### config.mk
export PLATFORM = sky130hd
export DESIGN_NAME = json_string_unescape
export DESIGN_NICKNAME = d
export VERILOG_FILES = /design/src/hw/rtl/jsu_pkg.sv /design/src/hw/rtl/json_string_unescape.sv /design/src/hw/rtl/jsu_decode.sv /design/src/hw/rtl/jsu_result_fifo.sv
export SDC_FILE = /design/constraint.sdc
export NUM_CORES = 1
export LEC_CHECK = 0
export BUFFER_PORTS_ARGS = -buffer_cell sky130_fd_sc_hd__buf_4
export CORE_MARGIN = 3
export CORE_UTILIZATION = 61
export CTS_BUF_LIST = sky130_fd_sc_hd__clkbuf_16
export DETAILED_ROUTE_END_ITERATION = 8
export GPL_TIMING_DRIVEN = 0
export PLACE_DENSITY = 0.83
export SLEW_MARGIN = 40
export SYNTH_ARGS = -nofsm -noshare
export SYNTH_HDL_FRONTEND = slang
export SYNTH_SLANG_ARGS = --single-unit
### constraint.sdc
create_clock -name clk -period 9 [get_ports clk]
set_clock_uncertainty 0.15 [all_clocks]
set_input_delay 0.45 -clock clk [delete_from_list [all_inputs] [get_ports clk]]
set_output_delay 0.45 -clock clk [all_outputs]
set_load 0.005 [all_outputs]
### src/hw/rtl/jsu_pkg.sv
// Shared types and status codes for the JSON string unescape block.
`default_nettype none

package jsu_pkg;

  localparam logic [3:0] ST_BYTE        = 4'd0;
  localparam logic [3:0] ST_DONE        = 4'd1;
  localparam logic [3:0] ST_NO_QUOTE    = 4'd2;
  localparam logic [3:0] ST_CTRL_CHAR   = 4'd3;
  localparam logic [3:0] ST_UNTERM_ESC  = 4'd4;
  localparam logic [3:0] ST_BAD_ESC     = 4'd5;
  localparam logic [3:0] ST_INCOMPLETE  = 4'd6;
  localparam logic [3:0] ST_BAD_HEX     = 4'd7;
  localparam logic [3:0] ST_SURROGATE   = 4'd8;
  localparam logic [3:0] ST_UNTERM_STR  = 4'd9;

  localparam int unsigned GROUP_MAX = 3;
  localparam int unsigned FIFO_DEPTH = 4;

  typedef struct packed {
    logic [7:0] out_byte;
    logic       has_byte;
    logic [3:0] status;
    logic       last;
  } result_t;

  typedef struct packed {
    logic [1:0]                 cnt;
    result_t [GROUP_MAX-1:0]    res;
  } group_t;

endpackage

`default_nettype wire

### src/hw/rtl/json_string_unescape.sv
// Top level of the JSON string literal decoder with stream ports.
//
//  Channel   Dir  tdata              tuser                      tlast
//  s_*       in   in_byte[7:0]       text_end                   -
//  m_*       out  out_byte[7:0]      has_byte[0], status[4:1]   last
//
// One request is taken per cycle while the queue has room; its results leave the queue
// one per cycle while the output is ready. A request yielding several bytes fills the
// result queue, and the input is refused while more than one result is queued.
// Reset returns the parser to waiting for an opening quote and empties the queue.
// A stalled output only stalls the input once the four-entry queue holds two results.
`default_nettype none

module json_string_unescape (
  input  wire logic        clk,
  input  wire logic        rst,
  input  wire logic        s_tvalid,
  output logic             s_tready,
  input  wire logic [7:0]  s_tdata,   // [7:0] in_byte
  input  wire logic        s_tuser,   // [0] text_end
  output logic             m_tvalid,
  input  wire logic        m_tready,
  output logic [7:0]       m_tdata,   // [7:0] out_byte
  output logic [4:0]       m_tuser,   // [0] has_byte, [4:1] status
  output logic             m_tlast
);

  jsu_pkg::group_t  group;
  jsu_pkg::result_t res;
  logic             take;

  assign take = s_tvalid && s_tready;

  jsu_decode u_decode (
    .clk      (clk),
    .rst      (rst),
    .take     (take),
    .in_byte  (s_tdata),
    .text_end (s_tuser),
    .group    (group)
  );

  jsu_result_fifo u_fifo (
    .clk       (clk),
    .rst       (rst),
    .push      (take),
    .group     (group),
    .room      (s_tready),
    .out_valid (m_tvalid),
    .out_ready (m_tready),
    .out_res   (res)
  );

  assign m_tdata = res.out_byte;
  assign m_tuser = {res.status, res.has_byte};
  assign m_tlast = res.last;

endmodule

`default_nettype wire

### src/hw/rtl/jsu_decode.sv
// Literal decoder: parser state registers and the per-byte next-state and result logic.
`default_nettype none

module jsu_decode (
  input  wire logic          clk,
  input  wire logic          rst,
  input  wire logic          take,
  input  wire logic [7:0]    in_byte,
  input  wire logic          text_end,
  output jsu_pkg::group_t    group
);

  typedef enum logic [1:0] {PH_WAIT, PH_STR, PH_ESC, PH_HEX} phase_t;

  phase_t      phase, phase_next;
  logic [1:0]  hex_count, hex_count_next;
  logic [15:0] code_accum, code_accum_next;

  logic [4:0]  hex_digit;
  logic [15:0] code_point;

  always_comb begin
    if (in_byte >= 8'h30 && in_byte <= 8'h39) begin
      hex_digit = {1'b0, in_byte[3:0]};
    end else if ((in_byte >= 8'h61 && in_byte <= 8'h66) ||
                 (in_byte >= 8'h41 && in_byte <= 8'h46)) begin
      hex_digit = {1'b0, in_byte[3:0] + 4'd9};
    end else begin
      hex_digit = 5'd16;
    end
  end

  assign code_point = {code_accum[11:0], hex_digit[3:0]};

  function automatic jsu_pkg::result_t byte_res(input logic [7:0] b, input logic lst);
    jsu_pkg::result_t r;
    r.out_byte = b;
    r.has_byte = 1'b1;
    r.status   = jsu_pkg::ST_BYTE;
    r.last     = lst;
    return r;
  endfunction

  function automatic jsu_pkg::result_t fail_res(input logic [3:0] st);
    jsu_pkg::result_t r;
    r.out_byte = 8'd0;
    r.has_byte = 1'b0;
    r.status   = st;
    r.last     = 1'b1;
    return r;
  endfunction

  always_comb begin
    phase_next      = phase;
    hex_count_next  = hex_count;
    code_accum_next = code_accum;
    group           = '0;
    unique case (phase)
      PH_WAIT: begin
        if (text_end || in_byte != 8'h22) begin
          group.cnt    = 2'd1;
          group.res[0] = fail_res(jsu_pkg::ST_NO_QUOTE);
        end else begin
          phase_next = PH_STR;
        end
      end
      PH_STR: begin
        group.cnt = 2'd1;
        if (text_end) begin
          group.res[0] = fail_res(jsu_pkg::ST_UNTERM_STR);
          phase_next   = PH_WAIT;
        end else if (in_byte == 8'h22) begin
          group.res[0] = fail_res(jsu_pkg::ST_DONE);
          phase_next   = PH_WAIT;
        end else if (in_byte < 8'h20) begin
          group.res[0] = fail_res(jsu_pkg::ST_CTRL_CHAR);
          phase_next   = PH_WAIT;
        end else if (in_byte == 8'h5C) begin
          group.cnt  = 2'd0;
          phase_next = PH_ESC;
        end else begin
          group.res[0] = byte_res(in_byte, 1'b1);
        end
      end
      PH_ESC: begin
        group.cnt  = 2'd1;
        phase_next = PH_STR;
        if (text_end) begin
          group.res[0] = fail_res(jsu_pkg::ST_UNTERM_ESC);
          phase_next   = PH_WAIT;
        end else begin
          case (in_byte)
            8'h22:   group.res[0] = byte_res(8'h22, 1'b1);
            8'h5C:   group.res[0] = byte_res(8'h5C, 1'b1);
            8'h2F:   group.res[0] = byte_res(8'h2F, 1'b1);
            8'h62:   group.res[0] = byte_res(8'h08, 1'b1);
            8'h66:   group.res[0] = byte_res(8'h0C, 1'b1);
            8'h6E:   group.res[0] = byte_res(8'h0A, 1'b1);
            8'h72:   group.res[0] = byte_res(8'h0D, 1'b1);
            8'h74:   group.res[0] = byte_res(8'h09, 1'b1);
            8'h75: begin
              group.cnt       = 2'd0;
              phase_next      = PH_HEX;
              hex_count_next  = 2'd0;
              code_accum_next = 16'd0;
            end
            default: begin
              group.res[0] = fail_res(jsu_pkg::ST_BAD_ESC);
              phase_next   = PH_WAIT;
            end
          endcase
        end
      end
      PH_HEX: begin
        if (text_end || hex_digit[4]) begin
          group.cnt       = 2'd1;
          group.res[0]    = fail_res(text_end ? jsu_pkg::ST_INCOMPLETE : jsu_pkg::ST_BAD_HEX);
          phase_next      = PH_WAIT;
          hex_count_next  = 2'd0;
          code_accum_next = 16'd0;
        end else if (hex_count != 2'd3) begin
          hex_count_next  = hex_count + 2'd1;
          code_accum_next = code_point;
        end else begin
          hex_count_next  = 2'd0;
          code_accum_next = 16'd0;
          phase_next      = PH_STR;
          if (code_point >= 16'hD800 && code_point <= 16'hDFFF) begin
            group.cnt    = 2'd1;
            group.res[0] = fail_res(jsu_pkg::ST_SURROGATE);
            phase_next   = PH_WAIT;
          end else if (code_point <= 16'h007F) begin
            group.cnt    = 2'd1;
            group.res[0] = byte_res(code_point[7:0], 1'b1);
          end else if (code_point <= 16'h07FF) begin
            group.cnt    = 2'd2;
            group.res[0] = byte_res({3'b110, code_point[10:6]}, 1'b0);
            group.res[1] = byte_res({2'b10, code_point[5:0]}, 1'b1);
          end else begin
            group.cnt    = 2'd3;
            group.res[0] = byte_res({4'b1110, code_point[15:12]}, 1'b0);
            group.res[1] = byte_res({2'b10, code_point[11:6]}, 1'b0);
            group.res[2] = byte_res({2'b10, code_point[5:0]}, 1'b1);
          end
        end
      end
      default: phase_next = PH_WAIT;
    endcase
  end

  always_ff @(posedge clk) begin
    if (rst) begin
      phase      <= PH_WAIT;
      hex_count  <= 2'd0;
      code_accum <= 16'd0;
    end else if (take) begin
      phase      <= phase_next;
      hex_count  <= hex_count_next;
      code_accum <= code_accum_next;
    end
  end

endmodule

`default_nettype wire

### src/hw/rtl/jsu_result_fifo.sv
// Result queue: takes up to three results at once and delivers one per cycle of out_ready.
`default_nettype none

module jsu_result_fifo (
  input  wire logic           clk,
  input  wire logic           rst,
  input  wire logic           push,
  input  wire jsu_pkg::group_t group,
  output logic                room,
  output logic                out_valid,
  input  wire logic           out_ready,
  output jsu_pkg::result_t    out_res
);

  localparam int unsigned PtrW = $clog2(jsu_pkg::FIFO_DEPTH);
  localparam int unsigned CntW = $clog2(jsu_pkg::FIFO_DEPTH + 1);

  jsu_pkg::result_t mem [jsu_pkg::FIFO_DEPTH];

  logic [PtrW-1:0] wr_ptr, rd_ptr;
  logic [CntW-1:0] count, count_next;
  logic            pop;
  logic [1:0]      push_cnt;

  assign pop       = out_valid && out_ready;
  assign push_cnt  = push ? group.cnt : 2'd0;
  assign out_valid = (count != '0);
  assign out_res   = mem[rd_ptr];
  assign room      = (count <= CntW'(jsu_pkg::FIFO_DEPTH - jsu_pkg::GROUP_MAX));
  assign count_next = count + CntW'(push_cnt) - CntW'(pop);

  always_ff @(posedge clk) begin
    for (int i = 0; i < jsu_pkg::GROUP_MAX; i++) begin
      if (push && 2'(i) < group.cnt) begin
        mem[wr_ptr + PtrW'(i)] <= group.res[i];
      end
    end
  end

  always_ff @(posedge clk) begin
    if (rst) begin
      wr_ptr <= '0;
      rd_ptr <= '0;
      count  <= '0;
    end else begin
      wr_ptr <= wr_ptr + PtrW'(push_cnt);
      rd_ptr <= rd_ptr + PtrW'(pop);
      count  <= count_next;
    end
  end

  a_count_bound : assert property (@(posedge clk) disable iff (rst)
    count <= CntW'(jsu_pkg::FIFO_DEPTH))
    else $error("Result queue count exceeds its depth.");

  a_push_room : assert property (@(posedge clk) disable iff (rst)
    (push && group.cnt != 2'd0) |-> room)
    else $error("Results pushed without room for a full group.");

  a_drain : assert property (@(posedge clk) disable iff (rst)
    (count == CntW'(1) && pop && push_cnt == 2'd0) |=> !out_valid)
    else $error("Queue still shows a result after its only entry was taken.");

  a_ptr_gap : assert property (@(posedge clk) disable iff (rst)
    (count != CntW'(jsu_pkg::FIFO_DEPTH)) |-> (PtrW'(wr_ptr - rd_ptr) == PtrW'(count)))
    else $error("Queue pointers disagree with the count.");

endmodule

`default_nettype wire
==> flow_summary_export.csv <==
group,metric,value,unit
power_and_ir_drop,worst_vdd_ir,187,uV
route,drt-total-wl,16500,microns
yosys,synth_cells,555,
yosys,synth-adder-area-share,3.78,%
place,dpl.cell_count,685,
sta,fin_worst_hold_slack,0.148,ns
clock_tree,cts-root-buf,"sky130_fd_sc_hd__clkbuf_16",
layout,proportion_of_layout_cells_with_a_drive_suffix_above_1,14.0,%
setup_path,worst_setup_path_startpoint,"s_tdata[0]",
run,cap_viol_max_count,0,
grt,grt_pass1_vias,4828,
yosys,synthesis.nets,583,
grt,grt_first_pass_wirelength,26000,microns
sta,final_min_period_over_clock_period,42.4,%
status,outcome,"finished clean",
setup_path,crit-reg2reg-launch,"u_decode.phase[0]",
clock_tree,resize_count_post_cts,0,
clock_tree,cts_hold_repair.buffers,0,
floorplan,die_area,0.00961,sq mm
worst_hold_path,hp-start,"rst",
yosys,synth.ff_latch_count,79,
floorplan,die_h,98.0,microns
layout,synthToLayoutAreaGrowth,13.5,%
place,io_buffer_count,28,
route,dr_total_vias,5052,
sta,achievable-frequency,0.262,GHz
setup_path,critPathRequiredTime,8.87,ns
sta,layout_min_cycle_time,3.82,ns
sta,timing_hold_violations_final,0,
clock_tree,clock_tree.buffer_depth,2,
route,drt-wirelength-per-cell,23.6,microns
grt,grt_start_max_net_pins,17,
yosys,synth-compound-area-share,20.8,%
yosys,postSynth.asyncResetShare,0,%
floorplan,floorplan.die.width,98.0,microns
clock_tree,clk_pin_slew,0.07,ns
clock_tree,clkLatencyLatePin,0.34,ns
clock_tree,cts-buffers-inserted,9,
clock_tree,cts.repair_timing.setup_buffer_count,0,
setup_path,critPathLaunchType,"input port",
clock_tree,htreeDepth,3,
setup_path,worst_path_class_setup,"in -> reg",
setup_path,timing.critical_path.fanout_max,9,
yosys,ys_types,77,
power_and_ir_drop,areal_power_density_over_the_cells,195,mW/mm^2
place,place.gp.congestion,1.03,
route,routed_via_density,7.21,
layout,insertedDiodeCount,0,
yosys,count_of_yosys_warnings_during_synthesis,0,
setup_path,cp_data_arrival_time,3.69,ns
yosys,synth_sequential_area_ratio,37.6,%
yosys,ys_dominant_reg_cell,"sky130_fd_sc_hd__dfxtp_1",
route,drt-initial-drc-count,617,
sta,setup_viol,0,
clock_tree,sinks_on_the_clock_net,79,
route,drtAntennaViolNets,0,
route,remaining_drc_errors,0,
sta,worst_slew_margin_rel,44.9,%
floorplan,core-area,0.00797,sq mm
grt,global_route.usage.total,34.2,%
yosys,synthesis.area,0.00517,sq mm
yosys,synth_edf_count,36,
yosys,syn_avg_cell_area,9.31,sq um
clock_tree,cts_tree,"yes",
floorplan,start_util,64.9,%
layout,most_common_cell_after_layout_fill_and_taps_aside,"sky130_fd_sc_hd__nand2_1",
power_and_ir_drop,cellLeakagePower,1.99,nW
sta,final_setup_tns,0,ns
yosys,synth-xor-area-share,1.02,%
sta,max_slew_violation_total_from_the_final_report,0,
yosys,post_synth_and_or_nand_nor_area_fraction,22.9,%
yosys,synth.mux.area_fraction,10.2,%
layout,final_cell_count_no_fill,701,
yosys,main_combinational_cell_family_by_area_after_synthesis,"simple AND/OR/NAND/NOR gates",
route,drt_pre_antenna_iters,6,
sta,setup_repair_after_global_routing_missed_its_margin,"no",
setup_path,cp-end-kind,"register",
sta,tightest_slew,0.820,ns
floorplan,io_pins,29,
layout,final_cell_mix,"61 x sky130_fd_sc_hd__nand2_1, 53 x sky130_fd_sc_hd__nor2_1, 43 x sky130_fd_sc_hd__dfxtp_1",
worst_hold_path,min_delay_path_class,"in -> reg",
grt,antenna_found_initial,0,
grt,global_route.overflow_total,0,
layout,design.final.nets,622,
floorplan,fp-row-count,32,
place,half_perimeter_wire_length_after_placement,12200,microns
where the power goes:
group	internal (mW)	switching, mW	total [mW]
Sequential	0.413	0.0156	0.429
Clock	0.250	0.170	0.420
Combinational	0.135	0.162	0.296
layout make-up:
class                   count  area, sq um
repair buffers             28          210
multi-input cells         427         3050
inverters                  19         71.3
fillers                   583         2100
plain buffers              30          126
clock buffers               9          225
well taps                 102          128
clock inverters             7          110
flip-flops and latches     79         1940
kinds of logic (layout without fill, tap and decap cells):
kind of cell / count (synthesis) / in the layout
simple gates: 230 / 230
fa+ha+maj: 15 / 15
mux: 35 / 35
xor+xnor: 6 / 6
buf+inv: 49 / 93
flops: 79 / 79
compound gates: 141 / 141
worst max-delay path, cell delays in order:
cell	delay [ns]
sky130_fd_sc_hd__buf_4	0.15
sky130_fd_sc_hd__inv_1	0.11
sky130_fd_sc_hd__ha_1	0.26
sky130_fd_sc_hd__or3b_2	0.54
sky130_fd_sc_hd__nor2_1	0.25
sky130_fd_sc_hd__a21oi_1	0.22
sky130_fd_sc_hd__a2111oi_4	0.67
sky130_fd_sc_hd__a211oi_1	0.25
sky130_fd_sc_hd__nor3_1	0.46
sky130_fd_sc_hd__inv_1	0.33
synthesized netlist by cell type (15+ instances only):
| cell | n | area, sq um |
|---|---|---|
| sky130_fd_sc_hd__nor2b_1 | 15 | 93.8 |
| sky130_fd_sc_hd__nand3_1 | 27 | 135 |
| sky130_fd_sc_hd__nor2_1 | 53 | 199 |
| sky130_fd_sc_hd__inv_1 | 18 | 67.6 |
| sky130_fd_sc_hd__nor3_1 | 15 | 75.1 |
| sky130_fd_sc_hd__nand2_1 | 61 | 229 |
| sky130_fd_sc_hd__edfxtp_1 | 36 | 1080 |
| sky130_fd_sc_hd__clkbuf_1 | 22 | 82.6 |
| sky130_fd_sc_hd__mux2i_1 | 21 | 210 |
| sky130_fd_sc_hd__a21oi_1 | 38 | 190 |
| sky130_fd_sc_hd__dfxtp_1 | 43 | 861 |
worst paths after layout:
path                      endpoint  slack [ns]  cells after the start
max               u_fifo.mem[3][6]        5.18                     10
min               u_fifo.rd_ptr[0]        0.15                      2
max reg2reg       u_fifo.mem[3][6]        5.22                     10
min reg2reg  u_decode.hex_count[1]        0.32                      2
flip-flops by register name, indices dropped and copies added (netlist names):
name	count
u_fifo.mem	56
u_decode.phase	2
u_fifo.count	3
u_decode.code_accum	12
u_fifo.rd_ptr	2
u_fifo.wr_ptr	2
u_decode.hex_count	2
through the flow:
| step | setup WS [ns] | utilization (%) | power, mW | instance area, sq um |
|---|---|---|---|---|
| floorplan | 5.63 | - | 0.620 | 5170 |
| global placement | 4.97 | 69.1 | 0.712 | 5510 |
| detailed placement | 4.98 | 69.1 | 0.726 | 5510 |
| CTS | 5.32 | 73.3 | 1.14 | 5840 |
| global route | 4.94 | 73.6 | 1.19 | 5860 |
| finish | 5.18 | 73.6 | 1.15 | 5860 |
per-layer routing:
| metal | up-vias | global-route usage, % | wire (microns) |
|---|---|---|---|
| met5 | - | 0 | 0 |
| met1 | 2403 | 46.4 | 6390 |
| met2 | 376 | 53.2 | 7590 |
| met4 | 0 | 13.2 | 600 |
| li1 | 2209 | - | - |
| met3 | 64 | 8.00 | 1940 |
No activity file was read; power rests on OpenSTA's default activity.
